$ cat src/hfp_pkg.sv
// Shared types and constants for the Huffman bit packer.
package hfp_pkg;

    localparam int CODE_W      = 32;
    localparam int LEN_W       = 6;
    localparam int SYM_W       = 8;
    localparam int BYTE_W      = 8;
    localparam int VBITS_W     = 4;
    localparam int ACC_W       = CODE_W + BYTE_W;
    localparam int QUEUE_DEPTH = 4;
    localparam int QPTR_W      = 2;
    localparam int QCNT_W      = 3;

    typedef enum logic [1:0] {
        OP_LOAD   = 2'd0,
        OP_ENCODE = 2'd1,
        OP_FLUSH  = 2'd2,
        OP_NONE   = 2'd3
    } t_op;

    typedef enum logic {
        KIND_ENCODE = 1'b0,
        KIND_FLUSH  = 1'b1
    } t_kind;

    // code is left aligned: first code bit sits in bit CODE_W-1
    typedef struct packed {
        t_kind              kind;
        logic [CODE_W-1:0]  code;
        logic [LEN_W-1:0]   len;
    } t_queue_entry;

endpackage

$ cat src/hfp_back.sv
// Back end: merges codes into the bit accumulator and emits one byte per cycle while i_ready allows.
module hfp_back (
    input  logic                          i_clk,
    input  logic                          i_rst_n,
    input  hfp_pkg::t_queue_entry         i_entry,
    input  logic                          i_empty,
    output logic                          o_pop,
    output logic                          o_valid,
    input  logic                          i_ready,
    output logic [hfp_pkg::BYTE_W-1:0]    o_out_byte,
    output logic [hfp_pkg::VBITS_W-1:0]   o_valid_bits,
    output logic                          o_last
);

    // r_acc holds unsent bits MSB first; below 8 bits it is the pending byte
    logic [hfp_pkg::ACC_W-1:0]    r_acc;
    logic [hfp_pkg::LEN_W-1:0]    r_cnt;
    logic                         r_out_valid;
    logic [hfp_pkg::BYTE_W-1:0]   r_out_byte;
    logic [hfp_pkg::VBITS_W-1:0]  r_out_vbits;
    logic                         r_out_last;

    logic [hfp_pkg::ACC_W-1:0]    w_acc;
    logic [hfp_pkg::LEN_W-1:0]    w_cnt;
    logic [hfp_pkg::ACC_W-1:0]    n_acc;
    logic [hfp_pkg::LEN_W-1:0]    n_cnt;
    logic                         can_out;
    logic                         flush_out;
    logic                         emit;
    logic [hfp_pkg::BYTE_W-1:0]   emit_byte;
    logic [hfp_pkg::VBITS_W-1:0]  emit_vbits;
    logic                         emit_last;

    assign can_out = !r_out_valid || i_ready;

    always_comb begin
        o_pop     = 1'b0;
        flush_out = 1'b0;
        w_acc     = r_acc;
        w_cnt     = r_cnt;
        if ((r_cnt < hfp_pkg::LEN_W'(hfp_pkg::BYTE_W)) && !i_empty) begin
            if (i_entry.kind == hfp_pkg::KIND_FLUSH) begin
                if (r_cnt == '0) begin
                    o_pop = 1'b1;
                end else if (can_out) begin
                    o_pop     = 1'b1;
                    flush_out = 1'b1;
                end
            end else begin
                o_pop = 1'b1;
                w_acc = r_acc | ({i_entry.code, {hfp_pkg::BYTE_W{1'b0}}} >> r_cnt[2:0]);
                w_cnt = r_cnt + i_entry.len;
            end
        end
    end

    always_comb begin
        n_acc      = w_acc;
        n_cnt      = w_cnt;
        emit       = 1'b0;
        emit_byte  = w_acc[hfp_pkg::ACC_W-1 -: hfp_pkg::BYTE_W];
        emit_vbits = hfp_pkg::VBITS_W'(hfp_pkg::BYTE_W);
        emit_last  = 1'b0;
        if (flush_out) begin
            emit       = 1'b1;
            emit_byte  = r_acc[hfp_pkg::ACC_W-1 -: hfp_pkg::BYTE_W];
            emit_vbits = {1'b0, r_cnt[2:0]};
            emit_last  = 1'b1;
            n_acc      = '0;
            n_cnt      = '0;
        end else if ((w_cnt >= hfp_pkg::LEN_W'(hfp_pkg::BYTE_W)) && can_out) begin
            emit      = 1'b1;
            n_cnt     = w_cnt - hfp_pkg::LEN_W'(hfp_pkg::BYTE_W);
            emit_last = (n_cnt < hfp_pkg::LEN_W'(hfp_pkg::BYTE_W));
            n_acc     = w_acc << hfp_pkg::BYTE_W;
        end
    end

    always_ff @(posedge i_clk) begin
        if (!i_rst_n) begin
            r_acc       <= '0;
            r_cnt       <= '0;
            r_out_valid <= 1'b0;
        end else begin
            r_acc <= n_acc;
            r_cnt <= n_cnt;
            if (emit) begin
                r_out_valid <= 1'b1;
            end else if (i_ready) begin
                r_out_valid <= 1'b0;
            end
        end
    end

    always_ff @(posedge i_clk) begin
        if (emit) begin
            r_out_byte  <= emit_byte;
            r_out_vbits <= emit_vbits;
            r_out_last  <= emit_last;
        end
    end

    assign o_valid      = r_out_valid;
    assign o_out_byte   = r_out_byte;
    assign o_valid_bits = r_out_vbits;
    assign o_last       = r_out_last;

    a_pop_only_when_drained: assert property (@(posedge i_clk) disable iff (!i_rst_n)
        o_pop |-> (r_cnt < hfp_pkg::LEN_W'(hfp_pkg::BYTE_W)))
        else $error("queue popped while full bytes still pending");

    a_pad_bits_zero: assert property (@(posedge i_clk) disable iff (!i_rst_n)
        (r_cnt < hfp_pkg::LEN_W'(hfp_pkg::BYTE_W)) |-> (r_acc[hfp_pkg::CODE_W-1:0] == '0))
        else $error("stale bits below the pending byte");

    a_partial_is_last: assert property (@(posedge i_clk) disable iff (!i_rst_n)
        (o_valid && (o_valid_bits != hfp_pkg::VBITS_W'(hfp_pkg::BYTE_W))) |-> o_last)
        else $error("partial byte without last");

    a_flush_clears: assert property (@(posedge i_clk) disable iff (!i_rst_n)
        (o_pop && (i_entry.kind == hfp_pkg::KIND_FLUSH)) |=> (r_cnt == '0))
        else $error("pending bits survive a flush");

endmodule

$ cat config.mk
export PLATFORM = sky130hd
export DESIGN_NAME = hfp_back
export DESIGN_NICKNAME = d
export VERILOG_FILES = /design/src/hfp_pkg.sv /design/src/hfp_back.sv
export SDC_FILE = /design/constraint.sdc
export NUM_CORES = 1
export LEC_CHECK = 0
export BUFFER_PORTS_ARGS = -buffer_cell sky130_fd_sc_hd__buf_2
export CORE_ASPECT_RATIO = 1.75
export CORE_MARGIN = 2
export CORE_UTILIZATION = 60
export DETAILED_ROUTE_END_ITERATION = 6
export GPL_TIMING_DRIVEN = 0
export PLACE_DENSITY = 0.87
export REMOVE_ABC_BUFFERS = 1
export SLEW_MARGIN = 20
export SYNTH_ARGS = -nofsm -noshare
export SYNTH_HDL_FRONTEND = slang
export SYNTH_SLANG_ARGS = --single-unit
$ cat constraint.sdc
create_clock -name i_clk -period 12.98 [get_ports i_clk]
set_input_delay 1.947 -clock i_clk [delete_from_list [all_inputs] [get_ports i_clk]]
set_output_delay 1.947 -clock i_clk [all_outputs]
set_load 0.02 [all_outputs]
==> flow_summary_export.csv, run 1 <==
group,metric,value,unit
run_status,outcome,"finished, final reports clean",
critical_path,slowest_stage,"a21o_2",
drt,drc,0,
power_and_ir_drop,power_switching,371.6,uW
clock_tree,post_cts_resized,0,
clock_tree,path_clk_slew,60,ps
yosys,synthCells,405,
yosys,async_flop_share,0,%
grt,grt_pass1_vias,3458,
yosys,yosysSeqAreaShare,33.31,%
power_and_ir_drop,pwr-share-clk,25.7,%
yosys,synth_seq_cells,59,
critical_path,path_common_cell,"nand2_1",
timing,rsz0062_at_grt,"false",
place,hpwl,7.048,mm
grt,antenna_found_initial,0,
timing,finalSetupViolCount,0,
power_and_ir_drop,intPower,578.3,uW
power_and_ir_drop,p_leak,1.896,nW
timing,skew,6.261,ps
yosys,yosysWarnings,0,
clock_tree,clock-root-buffer,"clkbuf_16",
power_and_ir_drop,power.density,206.7,mW/mm2
yosys,synth_cell_types,52,
yosys,syn_area_per_cell,9.719,um2
yosys,synth_edf_count,13,
clock_tree,clk_latency,340,ps
power_and_ir_drop,comb_power_share,45.3,%
timing,max_freq,169.1,MHz
final_layout,mostFrequentLayoutCell,"mux2i_1",
power_and_ir_drop,peakVddDrop,0.09475,mV
power_and_ir_drop,p_total,949.9,uW
drt,num_vias,3439,
clock_tree,hold_buffers,0,
critical_path,slowest_delay,700,ps
critical_path,path_cells,"buf_2, ha_1, inv_1, fa_1, nand2b_1, a21oi_1, xor2_1, a21oi_1, ha_1, nand2_1, nand2_1, o21ai_1, a21o_2, nand2_1",
worst_hold_path,hold_class,"reg2reg",
floorplanning,die_h,111.1,um
yosys,synth_area,0.003936,mm2
timing,max_slew_margin,35.47,%
floorplanning,coreArea,0.006441,mm2
critical_path,path_max_fanout,28,
place,post-place-ws,6756,ps
power_and_ir_drop,switching_share,39.12,%
drt,routed_wl,10.05,mm
floorplanning,initial_core_util,61.11,%
final_layout,n_antenna_cell,0,
critical_path,cp.arrival,5850,ps
place,routabilityCongestion,0.8664,
clock_tree,cts_tree,"yes",
final_layout,drive_gt1_share,26.55,%
timing,slew_viol_final,0,
floorplanning,rows,39,
clock_tree,cts_buffers,9,
final_layout,area_delta_synth_final,16.75,%
final_layout,fillCellCount,485,
clock_tree,post_cts_buffers,0,
critical_path,crit_type,"in2reg",
floorplanning,ioPinCount,58,
timing,hold_violations,0,
timing,worstMarginPinSlew,967.9,ps
clock_tree,clockBufferDepth,2,
floorplanning,die_x,65.23,um
final_layout,mostFrequentLayoutCells,"59 x mux2i_1, 57 x buf_2, 43 x dfxtp_1",
drt,ant_nets,0,
timing,post-route-min-period,5915,ps
timing,fin_ws,7065,ps
power_and_ir_drop,power_frac_seq,29.0,%
clock_tree,cts_sinks,59,
flow_run,cap_violations,0,
drt,drt_pass1_iterations,6,
place,io_buffers,57,
critical_path,critPathRequiredTime,12920,ps
clock_tree,cts_max_level,3,
timing,fin_tns_setup,0,ps
drt,wl_per_cell,18.82,um
grt,grt_use_total,29.28,%
grt,grt_max_degree,38,
yosys,ys.flop_type,"dfxtp_1",
drt,viasPerCell,6.440,
timing,fin_crit_sh,45.57,%
grt,overflow,0,
critical_path,crit_path_start_kind,"input port",
grt,grt_pass1_wl,16.28,mm
final_layout,nets,498,
drt,drt-initial-drc-count,336,
floorplanning,die_area,0.007249,mm2
critical_path,critPathCaptureType,"flip-flop",
==> cells by family after synthesis <==
family / Yosys count / share of synthesized area [%]
xor gates and xnor gates: 4 / 0.8902
DFF: 59 / 33.31
adders and majority gates: 8 / 2.734
buffers and inverters: 52 / 5.785
and+or+nand+nor: 102 / 12.24
muxes: 86 / 28.45
AOI/OAI and AO/OA: 94 / 16.59
==> sequential cells by signal, indices dropped and copies added, names as in the netlist <==
name	count
o_out_byte	8
r_cnt	6
r_acc	39
o_last	1
o_valid_bits	4
o_valid	1
==> cell usage after synthesis, types with 9 or more instances <==
cell type	n	area (um2)
clkbuf_1	12	45.04
o21ai_0	30	150.1
mux4_2	20	450.4
edfxtp_1	13	390.4
nor2_1	33	123.9
dfxtp_1	46	920.9
nand2_1	34	127.6
inv_1	21	78.83
a21oi_1	15	75.07
buf_1	9	33.78
a211oi_1	12	90.09
mux2i_1	59	590.6
==> per-stage QoR <==
step	std cells	hold slack (ps)	cell area (um2)	util [%]
floorplan	375	465.4	3791	-
global placement	514	473.1	4179	64.88
detailed placement	518	480.5	4290	66.61
CTS	534	493.1	4596	71.35
global route	534	508.4	4596	71.35
finish	534	494.6	4596	71.35
==> final timing paths <==
kind	start	endpoint	cells after the start	slack (ps)
setup reg to reg	r_cnt[1]	o_last	12	7630
hold reg to reg	r_acc[5]	r_acc[5]	1	490
setup / recovery	i_entry[0]	o_last	14	7070
hold / removal	r_acc[5]	r_acc[5]	1	490
==> critical path: cells and delay by family <==
| family | cells | cell delay (ps) |
|---|---|---|
| AO/OA/AOI/OAI | 4 | 1670 |
| XOR/XNOR | 1 | 370 |
| AND/OR/NAND/NOR | 4 | 850 |
| buffers and inverters | 2 | 140 |
| adder cells (fa/ha/maj) | 3 | 870 |
==> layer usage <==
metal / vias up / share of wire, % / track usage (%)
met5: - / 0 / 0
met4: 0 / 5.0 / 19.17
met3: 47 / 5.2 / 5.178
met2: 151 / 55 / 51.63
met1: 1653 / 35 / 30.54
li1: 1588 / - / -
==> final cells by class <==
| type | count | area, um2 | area share (%) |
|---|---|---|---|
| Inverter | 22 | 82.58 | 1.797 |
| Sequential cell | 59 | 1315 | 28.61 |
| Timing Repair Buffer | 61 | 380.4 | 8.277 |
| Multi-Input combinational cell | 294 | 2410 | 52.44 |
| Clock inverter | 4 | 48.80 | 1.062 |
| Clock buffer | 12 | 256.5 | 5.581 |
| Tap cell | 82 | 102.6 | 2.232 |
==> power by group through the flow <==
| stage | Clock (mW) | Combinational (mW) | Sequential, mW |
|---|---|---|---|
| final | 0.245 | 0.430 | 0.276 |
| after global routing | 0.250 | 0.465 | 0.280 |
| after CTS | 0.242 | 0.428 | 0.275 |
| after detailed placement | 0 | 0.424 | 0.278 |
| after global placement | 0 | 0.389 | 0.290 |
| after floorplan | 0 | 0.277 | 0.311 |
(Power assumes the default switching activity.)
==> run 2, diff against run 1 <==
--- a/config.mk
+++ b/config.mk
@@ -8,10 +8,10 @@
 export BUFFER_PORTS_ARGS = -buffer_cell sky130_fd_sc_hd__buf_2
 export CORE_ASPECT_RATIO = 1.75
 export CORE_MARGIN = 2
-export CORE_UTILIZATION = 60
+export CORE_UTILIZATION = 52
 export DETAILED_ROUTE_END_ITERATION = 6
 export GPL_TIMING_DRIVEN = 0
-export PLACE_DENSITY = 0.87
+export PLACE_DENSITY = 0.81
 export REMOVE_ABC_BUFFERS = 1
 export SLEW_MARGIN = 20
 export SYNTH_ARGS = -nofsm -noshare
==> constraint.sdc (replaced) <==
create_clock -name i_clk -period 4.85 [get_ports i_clk]
set_input_delay 0.7275 -clock i_clk [delete_from_list [all_inputs] [get_ports i_clk]]
set_output_delay 0.7275 -clock i_clk [all_outputs]
set_load 0.02 [all_outputs]
==> flow_summary_export.csv, run 2 (same netlist as run 1, synthesis figures left out) <==
group,metric,value,unit
drt,viasPerCell,6.196,
drt,ant_nets,0,
floorplanning,rows,42,
flow_run,cap_violations,0,
timing,worstMarginPinSlew,1002,ps
timing,fin_crit_sh,91.19,%
critical_path,critPathCaptureType,"flip-flop",
clock_tree,cts_sinks,59,
grt,grt_use_total,23.21,%
timing,max_slew_margin,33.18,%
final_layout,area_delta_synth_final,16.21,%
clock_tree,clockBufferDepth,2,
drt,drt-initial-drc-count,170,
clock_tree,post_cts_buffers,0,
timing,max_freq,226.1,MHz
final_layout,drive_gt1_share,26.49,%
grt,grt_max_degree,38,
timing,rsz0062_at_grt,"false",
floorplanning,die_area,0.008309,mm2
clock_tree,cts_buffers,9,
critical_path,cp.arrival,4670,ps
timing,finalSetupViolCount,0,
place,routabilityCongestion,0.9099,
timing,fin_ws,427.3,ps
power_and_ir_drop,p_leak,1.878,nW
critical_path,path_max_fanout,25,
grt,grt_pass1_wl,15.41,mm
floorplanning,die_x,69.77,um
power_and_ir_drop,power.density,532.4,mW/mm2
final_layout,n_antenna_cell,0,
floorplanning,initial_core_util,52.75,%
final_layout,fin_cells,541,
clock_tree,cts_tree,"yes",
drt,num_vias,3352,
floorplanning,ioPinCount,58,
timing,skew,5.662,ps
grt,overflow,0,
final_layout,mostFrequentLayoutCell,"mux2i_1",
clock_tree,clk_latency,330,ps
drt,drc,0,
drt,wl_per_cell,17.41,um
final_layout,fillCellCount,612,
floorplanning,coreArea,0.007462,mm2
worst_hold_path,hold_class,"reg2reg",
timing,post-route-min-period,4423,ps
place,post-place-ws,-673.7,ps
drt,drt_pass1_iterations,4,
final_layout,nets,499,
timing,hold_violations,0,
final_layout,largest_register_ffs,39,
final_layout,final_util,61.30,%
place,hpwl,6.922,mm
place,io_buffers,57,
run_status,outcome,"finished, final reports clean",
final_layout,mostFrequentLayoutCells,"59 x mux2i_1, 57 x buf_2, 43 x dfxtp_1",
critical_path,crit_type,"reg2reg",
place,placed_cells,524,
timing,slew_viol_final,0,
final_layout,largest_register,"r_acc",
clock_tree,clock-root-buffer,"clkbuf_16",
floorplanning,die_h,119.1,um
power_and_ir_drop,peakVddDrop,0.2737,mV
critical_path,crit_path_start_kind,"flip-flop",
grt,grt_pass1_vias,3340,
grt,antenna_found_initial,0,
clock_tree,cts_max_level,3,
drt,routed_wl,9.418,mm
critical_path,critPathRequiredTime,5100,ps
clock_tree,path_clk_slew,50,ps
## run 2: routing by layer
layer	GRT usage [%]	vias to the layer above	part of all wire [%]
li1	-	1595	-
met1	23.43	1626	36
met2	43.63	105	56
met3	4.992	26	4.2
met4	11.66	0	3.2
met5	0	-	0
## run 2: path summary, 6_finish.rpt
kind	from	endpoint	slack (ps)	depth (start not counted)
max	r_cnt[1]	r_acc[11]	430	13
min	r_acc[5]	r_acc[5]	490	1
max reg2reg	r_cnt[1]	r_acc[11]	430	13
min reg2reg	r_acc[5]	r_acc[5]	490	1
## run 2: area by class of cell
cell class / count / area [um2] / area share (%)
Multi-Input combinational cell: 295 / 2431 / 53.15
Clock buffer: 11 / 232.7 / 5.088
Clock inverter: 5 / 21.27 / 0.4650
Timing Repair Buffer: 61 / 380.4 / 8.315
Inverter: 22 / 83.83 / 1.833
Tap cell: 88 / 110.1 / 2.407
Sequential cell: 59 / 1315 / 28.75
## run 2: stage by stage
step / hold slack, ps / area, um2 / TNS [ps] / power [mW]
after CTS: 494.8 / 4563 / 0 / 2.418
after detailed placement: 483.3 / 4298 / -10130 / 1.859
final: 494.0 / 4574 / 0 / 2.436
after floorplan: 465.4 / 3791 / -35370 / 1.576
after global placement: 474.6 / 4187 / -109080 / 1.816
after global routing: 513.8 / 4574 / 0 / 2.565
## run 2: critical path, cell delays in order, from the launching register on
cell	delay (ps)
dfxtp_2	580
buf_12	260
clkinv_2	280
fa_1	500
nand2b_1	160
a21oi_1	160
xor2_1	170
a21oi_1	290
ha_1	230
nand2_1	60
o31ai_1	480
nor3_4	170
a21oi_2	710
mux2i_1	280
## run 2: where the power goes
group,internal (mW),switching [mW],total (mW),leakage [nW]
combinational,0.462,0.687,1.15,1.25
sequential,0.670,0.0697,0.740,0.506
clock,0.337,0.209,0.546,0.126
total,1.47,0.966,2.44,1.88
## run 2: repair_timing
action / CTS / global route
pin swaps: 0 / 1
resized for setup: 3 / 1
endpoints found under the setup margin: 40 / 13
hold buffers: 0 / 0
gates cloned: 0 / 1
