[config.mk]
export PLATFORM = sky130hd
export DESIGN_NAME = hfp_fifo
export DESIGN_NICKNAME = d
export VERILOG_FILES = /design/src/hfp_pkg.sv /design/src/hfp_fifo.sv
export SDC_FILE = /design/constraint.sdc
export NUM_CORES = 1
export LEC_CHECK = 0
export BUFFER_PORTS_ARGS = -buffer_cell sky130_fd_sc_hd__buf_2
export CAP_MARGIN = 30
export CORE_UTILIZATION = 50
export DETAILED_ROUTE_END_ITERATION = 10
export PLACE_DENSITY = 0.79
export SETUP_SLACK_MARGIN = 0.3
export SLEW_MARGIN = 15
export SYNTH_ARGS = -nofsm -noshare
export SYNTH_HDL_FRONTEND = slang
export SYNTH_SLANG_ARGS = --single-unit
[constraint.sdc]
create_clock -name i_clk -period 2.05 [get_ports i_clk]
set_clock_uncertainty 0.15 [all_clocks]
set_input_delay 0.1025 -clock i_clk [delete_from_list [all_inputs] [get_ports i_clk]]
set_output_delay 0.1025 -clock i_clk [all_outputs]
set_load 0.03 [all_outputs]
[src/hfp_pkg.sv]
// Shared types and constants for the Huffman bit packer.
package hfp_pkg;

    localparam int CODE_W      = 32;
    localparam int LEN_W       = 6;
    localparam int SYM_W       = 8;
    localparam int BYTE_W      = 8;
    localparam int VBITS_W     = 4;
    localparam int ACC_W       = CODE_W + BYTE_W;
    localparam int QUEUE_DEPTH = 4;
    localparam int QPTR_W      = 2;
    localparam int QCNT_W      = 3;

    typedef enum logic [1:0] {
        OP_LOAD   = 2'd0,
        OP_ENCODE = 2'd1,
        OP_FLUSH  = 2'd2,
        OP_NONE   = 2'd3
    } t_op;

    typedef enum logic {
        KIND_ENCODE = 1'b0,
        KIND_FLUSH  = 1'b1
    } t_kind;

    // code is left aligned: first code bit sits in bit CODE_W-1
    typedef struct packed {
        t_kind              kind;
        logic [CODE_W-1:0]  code;
        logic [LEN_W-1:0]   len;
    } t_queue_entry;

endpackage

[src/hfp_fifo.sv]
// Short queue between the front end and the packing back end.
module hfp_fifo (
    input  logic                   i_clk,
    input  logic                   i_rst_n,
    input  logic                   i_push,
    input  hfp_pkg::t_queue_entry  i_entry,
    output logic                   o_full,
    input  logic                   i_pop,
    output hfp_pkg::t_queue_entry  o_entry,
    output logic                   o_empty
);

    hfp_pkg::t_queue_entry             r_mem [hfp_pkg::QUEUE_DEPTH];
    logic [hfp_pkg::QPTR_W-1:0]        r_wptr;
    logic [hfp_pkg::QPTR_W-1:0]        r_rptr;
    logic [hfp_pkg::QCNT_W-1:0]        r_count;

    assign o_full  = (r_count == hfp_pkg::QCNT_W'(hfp_pkg::QUEUE_DEPTH));
    assign o_empty = (r_count == '0);
    assign o_entry = r_mem[r_rptr];

    always_ff @(posedge i_clk) begin
        if (i_push) begin
            r_mem[r_wptr] <= i_entry;
        end
    end

    always_ff @(posedge i_clk) begin
        if (!i_rst_n) begin
            r_wptr  <= '0;
            r_rptr  <= '0;
            r_count <= '0;
        end else begin
            if (i_push) begin
                r_wptr <= r_wptr + 1'b1;
            end
            if (i_pop) begin
                r_rptr <= r_rptr + 1'b1;
            end
            case ({i_push, i_pop})
                2'b10:   r_count <= r_count + 1'b1;
                2'b01:   r_count <= r_count - 1'b1;
                default: r_count <= r_count;
            endcase
        end
    end

endmodule

==> impl_metrics.tcl, run 1 <==
set metrics [dict create \
    diodes 0 \
    tritoncts "done" \
    die_w_um 112 \
    worst-setup-path-type "reg2out" \
    cp-end-kind "output port" \
    ios 84 \
    critPathMaxStageDelay_ns 0.54 \
    wl_um 10500 \
    io_buffer_count 83 \
    dieArea_sq_um 12600 \
    yosysMostFrequentCell "edfxtp_1" \
    ant_nets 0 \
    clock_path_buffers 2 \
    grt_pass1_wl_um 16500 \
    min_from "i_pop" \
    status "finished with violations" \
    drt-vias-per-instance 5.31 \
    ys_types 21 \
    cts_root_buf "clkbuf_16" \
    rsz0062_at_grt "yes" \
    whs_ns 0.0723 \
    crit_family "multiplexers" \
    finish.instance_area_sq_um 8110 \
    grt_pass1_vias 3186 \
    hold_path_class "in2reg" \
    violations "design-rule violations" \
    max_slew.worst_pin.slew_ns 0.315 \
    stdcell_count 553 \
    placed_cells 475 \
    placed_cell_area_sq_um 6760 \
    slowest_stage "mux4_2" \
    die_h_um 112 \
    numCtsBuffers 17 \
    finalHoldViolCount 0 \
    yosys_warnings 0 \
    start_util_pct 52.3 \
    slew_viol_final 0 \
    htreeDepth 4 \
    fmax_mhz 495 \
    antenna_found_initial 0 \
    maxSlewHeadroom_pct 79.0 \
    vias 2938 \
    place_congestion 0.713 \
    ir_drop_mv 0.668 \
    first_iter_violations 144 \
    ys_seq_area_share_pct 80.2 \
    gr-usage-all-layers_pct 18.4 \
    netlist_area_sq_um 6070 \
    synth_top_cell_by_area "edfxtp_1" \
    clock-sinks 165 \
    finalNetCount 446 \
    power_density_nw_per_um2 1020 \
    synth_cells 249 \
    clkTransAtPathRegs_ns 0.06 \
    crit_buf_inv 3 \
    dpl.hpwl_um 5770 \
    rr_startpoint "r_count[0]" \
    synthTopCellsByArea "edfxtp_1 (77%), mux4_2 (14%), dfxtp_1 (3.0%), and2_1 (1.0%), ha_1 (1.0%)" \
    grt-ovfl-total 0 \
    cp_data_arrival_time_ns 1.77 \
    setup_viol 0 \
    synth_area_per_cell_sq_um 24.4 \
    crit_top_cell "buf_6" \
    worstPathRequired_ns 1.80 \
    grt_max_degree 40 \
    ys.flop_type "edfxtp_1" \
    clk_latency_ns 0.42 \
    synth-edff-count 156 \
    postSynth.asyncResetShare_pct 0 \
    fillCellCount 704 \
    synth_fp_nets 298 \
    syn_to_final_growth_pct 33.6 \
    wl_per_cell_um 19.1 \
    p_leak_nw 2.83 \
    yosys.area.top_type_share_pct 77.2 \
    timing.max_cap.violations 0 \
    synth_common_cells "edfxtp_1 (156), mux4_2 (39), and2_1 (10)" \
    first_pass_iters 8 \
    drc 9 \
    crit_path_max_fanout 5 \
    crit_chain "buf_6 > buf_16 > mux4_2 > buf_6" \
    worstSetupStartpointType "register" \
    finalCritPeriodShare_pct 98.6 \
    synth-seq-cells 165 \
    core_sq_um 11600 \
    drive_above_1_share_pct 42.4 \
    num_rows 39 \
    min_period_ns 2.02 \
]
[state kept, by name, indices dropped and copies added, names as in the netlist, named ones only]
| name | flops |
|---|---|
| r_wptr | 2 |
| r_count | 3 |
| r_mem | 156 |
| r_rptr | 2 |
[worst register-to-register path: stages, from the launching register on]
cell and delay, ns:
dfxtp_2 0.34, inv_1 0.08, fa_2 0.39, xor2_1 0.16
or3_4 0.37, a21boi_2 0.13
[where the power goes]
part | switching (mW) | internal [mW]
Clock | 1.18 | 1.97
Sequential | 0.0494 | 3.87
Combinational | 0.629 | 0.583
[cells in the final DEF, fill, tap and decap left out, types with 5 or more instances in the layout]
cell type        n
ha_1             5
clkinv_2         5
buf_12           5
edfxtp_1       156
buf_2           44
dlygate4sd3_1   42
dfxtp_1          5
and2_1           6
mux4_2          39
buf_6           40
inv_1            6
clkbuf_16       17
[per-stage QoR]
step | power, mW | util (%) | setup slack [ns] | TNS, ns
after floorplan | 4.61 | - | 0.421 | 0
after global placement | 4.89 | 58.0 | 0.0838 | 0
after detailed placement | 4.93 | 58.2 | 0.195 | 0
after CTS | 8.32 | 69.7 | 0.0167 | 0
after global routing | 8.54 | 69.8 | -0.0185 | -0.0983
final | 8.27 | 69.8 | 0.0283 | 0
[what timing repair did]
| action | in CTS | in global routing |
|---|---|---|
| cloned | 2 | 0 |
| gates resized for setup | 83 | 6 |
| hold endpoints to repair | 165 | 0 |
| endpoints found under the setup margin | 61 | 40 |
| buffers inserted | 2 | 0 |
| hold buffers | 42 | 0 |
| pin swaps | 0 | 2 |
[cell type report]
| cell class | instances | area, sq um | share of cell area, % |
|---|---|---|---|
| Sequential cell | 165 | 4870 | 60.1 |
| Timing Repair Buffer | 137 | 1300 | 16.0 |
| Multi-Input combinational cell | 70 | 1140 | 14.1 |
| Clock buffer | 22 | 464 | 5.73 |
| Tap cell | 143 | 179 | 2.21 |
| Clock inverter | 10 | 130 | 1.60 |
| Inverter | 6 | 22.5 | 0.278 |
[metal layers]
layer | GRT usage (%) | share of wire (%) | up-vias
met4 | 8.89 | 1.9 | 0
met2 | 30.4 | 52 | 89
met1 | 22.8 | 41 | 1493
met5 | 0 | 0 | -
met3 | 5.08 | 4.9 | 20
li1 | - | - | 1336
[path summary, 6_finish.rpt]
check	end	slack, ns	cells past startpoint
setup / recovery	o_entry[11]	0.03	4
hold / removal	r_count[2]	0.07	4
setup reg to reg	r_count[2]	0.37	5
hold reg to reg	r_count[2]	0.43	2
[cell families (layout without fill, tap and decap cells)]
| family | after synthesis | count (layout) | synth area share [%] |
|---|---|---|---|
| adder cells (fa/ha/maj) | 6 | 6 | 1.36 |
| multiplexers | 40 | 40 | 14.6 |
| AND/OR/NAND/NOR | 16 | 16 | 1.55 |
| XOR/XNOR | 5 | 5 | 0.722 |
| AO/OA/AOI/OAI | 3 | 3 | 0.289 |
| flip-flops | 165 | 165 | 80.2 |
| buffers and inverters | 14 | 175 | 1.28 |
Note: power is estimated with default switching activity, not from simulation.
==> inputs of run 2 (changes only) <==
--- a/config.mk
+++ b/config.mk
@@ -5,6 +5,7 @@
 export SDC_FILE = /design/constraint.sdc
 export NUM_CORES = 1
 export LEC_CHECK = 0
+export ABC_AREA = 1
 export BUFFER_PORTS_ARGS = -buffer_cell sky130_fd_sc_hd__buf_2
 export CAP_MARGIN = 30
 export CORE_UTILIZATION = 50
==> run 2 against run 1 <==
The flow now finishes without violations. Sequential share of layout area fell by 2.4 points. Highest routed layer unchanged. Worst setup slack improved by 0.17 ns. Combinational power barely moved.
==> impl_metrics.tcl, run 2 <==
set metrics [dict create \
    worstPathRequired_ns 1.80 \
    cp_data_arrival_time_ns 1.60 \
    grt_pass1_vias 4119 \
    first_iter_violations 293 \
    yosys_warnings 0 \
    io_buffer_count 83 \
    ys_seq_area_share_pct 78.1 \
    ios 84 \
    ff2ff_setup_slack_ns 0.54 \
    tritoncts "done" \
    finalCritPeriodShare_pct 90.5 \
    numCtsBuffers 17 \
    drive_above_1_share_pct 31.0 \
    grt_pass1_wl_um 20600 \
    slew_viol_final 0 \
    largest_reg_flops 156 \
    ir_drop_mv 0.448 \
    cp-end-kind "output port" \
    crit_chain "buf_12 > clkbuf_16 > nor2_1 > o22ai_1 > buf_4" \
    synth_cells 435 \
    synthTopCellsByArea "edfxtp_1 (75%), o21ai_0 (6.6%), nor2_1 (4.9%), o22ai_1 (3.9%), dfxtp_1 (2.9%)" \
    wl_per_cell_um 18.1 \
    p_leak_nw 3.03 \
    wl_um 13800 \
    grt_max_degree 40 \
    die_h_um 114 \
    start_util_pct 51.6 \
    power_density_nw_per_um2 948 \
    netlist_area_sq_um 6230 \
    first_pass_iters 4 \
    clock_path_buffers 2 \
    synth_common_cells "edfxtp_1 (156), o21ai_0 (82), nor2_1 (81)" \
    clock-sinks 165 \
    worstSetupStartpointType "register" \
    ys.flop_type "edfxtp_1" \
    place_ws_ns 0.457 \
    htreeDepth 4 \
    rsz0062_at_grt "yes" \
    finalHoldViolCount 0 \
    final_common_cell "edfxtp_1" \
    hold_path_class "in2reg" \
    setup_viol 0 \
    maxSlewHeadroom_pct 81.5 \
    clkTransAtPathRegs_ns 0.06 \
    status "completed" \
    yosysMostFrequentCell "edfxtp_1" \
    clk_latency_ns 0.41 \
    gr-usage-all-layers_pct 22.0 \
    synth_area_per_cell_sq_um 14.3 \
    fin_ws_ns 0.194 \
    diodes 0 \
    finalNetCount 629 \
    drt-vias-per-instance 5.46 \
    vias 4152 \
    min_period_ns 1.86 \
    synth_fp_nets 484 \
    ys_types 22 \
    num_rows 40 \
    postSynth.asyncResetShare_pct 0 \
    die_w_um 114 \
    slowest_stage "dfxtp_4" \
    max_flop_register "r_mem" \
    worst-setup-path-type "reg2out" \
    core_sq_um 12100 \
    fmax_mhz 539 \
    crit_path_max_fanout 8 \
    max_slew.worst_pin.slew_ns 0.274 \
    ant_nets 0 \
    antenna_found_initial 0 \
    setup-tns-final_ns 0 \
    grt-ovfl-total 0 \
    place_congestion 0.705 \
    synth-seq-cells 165 \
    syn_to_final_growth_pct 35.7 \
    yosys.area.top_type_share_pct 75.2 \
    critPathMaxStageDelay_ns 0.46 \
    cts_root_buf "clkbuf_16" \
    synth-edff-count 156 \
    dieArea_sq_um 12900 \
    dpl.hpwl_um 6930 \
    final_cell_mix "edfxtp_1 (156), nor2_1 (73), o21ai_0 (45)" \
    timing.max_cap.violations 0 \
    synth_top_cell_by_area "edfxtp_1" \
    drc 0 \
    reg.largest.list "r_mem x156, r_count x3" \
]
## run 2: kinds of logic after synthesis
family          synth area share [%]
fa+ha+maj                       1.33
flops                           78.1
compound gates                  11.1
buf+inv                         3.72
simple gates                    5.77
## run 2: worst paths after layout
| kind | startpoint | endpoint | cells after the start |
|---|---|---|---|
| max | register | o_entry[1] | 5 |
| min reg2reg | r_rptr[1] | register | 1 |
| min | i_entry[29] | r_mem[3][29] | 2 |
| max reg2reg | r_wptr[1] | r_mem[0][22] | 5 |
## run 2: cell type report
type                       instances  area [sq um]
clock buffer                      17           425
clock inverter                    15           133
fill                             784          3610
inverter                          17          93.8
multi-input combinational        228          1270
sequential                       165          4870
tap                              168           210
timing repair buffer             150          1430
timing repair inverter             1          8.76
## run 2: stage by stage
stage | cells | instance area [sq um] | hold slack [ns] | util, % | total power, mW
after global placement | 674 | 6880 | 0.162 | 57.0 | 4.79
final | 761 | 8450 | 0.271 | 70.0 | 8.01
after CTS | 758 | 8220 | 0.260 | 68.2 | 7.96
after detailed placement | 674 | 6880 | 0.169 | 57.0 | 4.82
after global routing | 761 | 8450 | 0.277 | 70.0 | 8.27
after floorplan | 435 | 6250 | 0.0514 | - | 4.51
## run 2: per-layer routing
| layer | share of wire (%) | vias to the layer above | track usage (%) |
|---|---|---|---|
| met3 | 6.1 | 33 | 5.74 |
| met2 | 52 | 154 | 37.6 |
| met4 | 2.5 | 0 | 10.8 |
| li1 | - | 1916 | - |
| met1 | 40 | 2049 | 25.9 |
| met5 | 0 | - | 0 |
## run 2: timing repair
item                                    CTS  global route
hold endpoints to repair                165             0
gates resized for setup                  74            65
endpoints found under the setup margin   39            40
buffers inserted                          5             0
gates cloned                              5             3
pin swaps                                12            25
hold buffers                             42             0
## run 2: where the power goes
part	switching [mW]	leakage [nW]	total (mW)	internal [mW]
logic	0.702	1.26	1.18	0.479
clock network	1.26	0.256	2.93	1.67
registers	0.0508	1.51	3.89	3.84
## run 2: worst max-delay path, delay by kind of cell, from the launching register on
family	cells	cell delay (ns)
buffers and inverters	3	0.53
DFF	1	0.46
AOI/OAI and AO/OA	1	0.14
and+or+nand+nor	1	0.05
==> inputs of run 3 (changes only) <==
--- a/config.mk
+++ b/config.mk
@@ -8,9 +8,9 @@
 export ABC_AREA = 1
 export BUFFER_PORTS_ARGS = -buffer_cell sky130_fd_sc_hd__buf_2
 export CAP_MARGIN = 30
-export CORE_UTILIZATION = 50
+export CORE_UTILIZATION = 51
 export DETAILED_ROUTE_END_ITERATION = 10
-export PLACE_DENSITY = 0.79
+export PLACE_DENSITY = 0.8
 export SETUP_SLACK_MARGIN = 0.3
 export SLEW_MARGIN = 15
 export SYNTH_ARGS = -nofsm -noshare
==> run 3 against run 2 <==
Non-clock buffer count grew 19. Worst setup slack worse by 0.028 ns. Core utilization up 4.8 points. Fmax shrank 1.5%. Global-route usage grew 1.5 points. Critical endpoint is now o_entry[38]. Largest power group unchanged.
==> impl_metrics.tcl, run 3 (same netlist as run 2, synthesis figures left out) <==
set metrics [dict create \
    wl_um 15100 \
    grt_max_degree 30 \
    top_layer_used "met4" \
    vias 4317 \
    maxSlewHeadroom_pct 74.8 \
    die_h_um 113 \
    ir_drop_mv 0.476 \
    clock-sinks 165 \
    wl_met3_um 947 \
    drc 0 \
    htreeDepth 4 \
    ff2ff_setup_slack_ns 0.44 \
    worstPathRequired_ns 1.80 \
    grt-ovfl-total 0 \
    cp_data_arrival_time_ns 1.63 \
    slew_viol_final 0 \
    reg.largest.list "r_mem x156, r_count x3" \
    tritoncts "done" \
    antenna_found_initial 0 \
    grt_pass1_wl_um 21800 \
    clk_latency_ns 0.42 \
    rr_startpoint "r_wptr[1]" \
    ant_nets 0 \
    placed_cell_area_sq_um 6860 \
    power_density_nw_per_um2 947 \
    drive_above_1_share_pct 36.1 \
    ios 84 \
    r2r_cells 5 \
    first_pass_iters 5 \
    cts_root_buf "clkbuf_16" \
    clkTransAtPathRegs_ns 0.06 \
    first_iter_violations 335 \
    r2r-end "r_mem[1][17]" \
    core_sq_um 11700 \
    wl_per_cell_um 19.9 \
    rsz0062_at_grt "yes" \
    gr-usage-all-layers_pct 23.5 \
    die_w_um 113 \
    timing.max_cap.violations 0 \
    met1_length_um 6150 \
    clock_path_buffers 2 \
    p_leak_nw 3.18 \
    max_flop_register "r_mem" \
    cp-end-kind "output port" \
    worstSetupStartpointType "register" \
    finalHoldViolCount 0 \
    place_congestion 0.762 \
    drt-vias-per-instance 5.72 \
    dieArea_sq_um 12700 \
    dpl.hpwl_um 7820 \
    min_period_ns 1.88 \
    met2WireLength_um 7770 \
    crit_path_max_fanout 5 \
    numCtsBuffers 17 \
    setup_viol 0 \
    final_common_cell "edfxtp_1" \
    fmax_mhz 531 \
    timing.hold.worst_path_depth 2 \
    final_cell_mix "edfxtp_1 (156), nor2_1 (61), buf_4 (46)" \
    worst-setup-path-type "reg2out" \
    grt_pass1_vias 4245 \
    start_util_pct 53.4 \
    hold_path_class "in2reg" \
    setup-tns-final_ns 0 \
    finish.instance_area_sq_um 8730 \
    num_rows 39 \
    io_buffer_count 83 \
    diodes 0 \
    status "completed" \
    largest_reg_flops 156 \
    critPathCapture "o_entry[38]" \
    finalNetCount 648 \
    syn_to_final_growth_pct 40.2 \
    finalCritPeriodShare_pct 91.9 \
    max_slew.worst_pin.slew_ns 0.378 \
]
[run 3: cell count changes in the layout (fill, tap and decap cells not counted), sizes merged]
| cell | delta |
|---|---|
| buf | +19 |
| clkbuf | +2 |
| clkinvlp | -2 |
| bufinv | +1 |
| clkinv | -1 |
[run 3: what timing repair did]
item	4_1_cts	5_1_grt
hold endpoints to repair	165	0
setup buffers	5	11
resized for setup	89	108
cloned	5	5
hold buffers	42	0
pin swaps	14	26
endpoints found under the setup margin	39	95
[run 3: how the worst min path moves through the flow]
stage,from,endpoint,slack (ns)
finish,i_entry[34],r_mem[0][34],0.28
global route,i_entry[28],r_mem[2][28],0.28
CTS,i_entry[0],r_mem[1][0],0.27
detailed placement,i_entry[34],r_mem[0][34],0.17
global placement,i_entry[21],r_mem[0][21],0.16
floorplan,i_entry[0],r_mem[0][0],0.05
[run 3: report_power, final]
| group | leakage (nW) | internal (mW) | total (mW) | switching, mW |
|---|---|---|---|---|
| sequential | 1.51 | 3.84 | 3.90 | 0.0556 |
| clock | 0.271 | 1.81 | 3.10 | 1.29 |
| combinational | 1.40 | 0.529 | 1.28 | 0.746 |
[run 3: critical path, cell delays in order, from the launching register on]
cell       delay (ns)
dfxtp_4          0.36
buf_12           0.14
buf_12           0.13
clkbuf_16        0.15
nor2_1           0.05
o22ai_1          0.17
buf_4            0.20
[run 3: metrics by stage]
stage	power (mW)	std cells	worst slack (ns)	utilization, %	hold WS, ns
CTS	8.12	739	0.200	70.6	0.273
detailed placement	4.83	655	0.325	58.8	0.171
global placement	4.79	655	0.329	58.8	0.163
global route	8.52	755	0.0940	74.9	0.283
finish	8.27	755	0.166	74.9	0.281
floorplan	4.51	435	0.304	-	0.0514
[run 3: area by class of cell]
type / instances / area [sq um]
Clock buffer: 19 / 433
Clock inverter: 13 / 148
Fill cell: 672 / 2930
Inverter: 17 / 98.8
Multi-Input combinational cell: 228 / 1360
Sequential cell: 165 / 4870
Tap cell: 143 / 179
Timing Repair Buffer: 169 / 1620
Timing Repair inverter: 1 / 16.3
[run 3: metal layers]
| metal | global-route usage (%) | vias up |
|---|---|---|
| met5 | 0 | - |
| met4 | 10.7 | 0 |
| met3 | 4.91 | 20 |
| met2 | 39.1 | 208 |
| met1 | 30.0 | 2129 |
| li1 | - | 1960 |
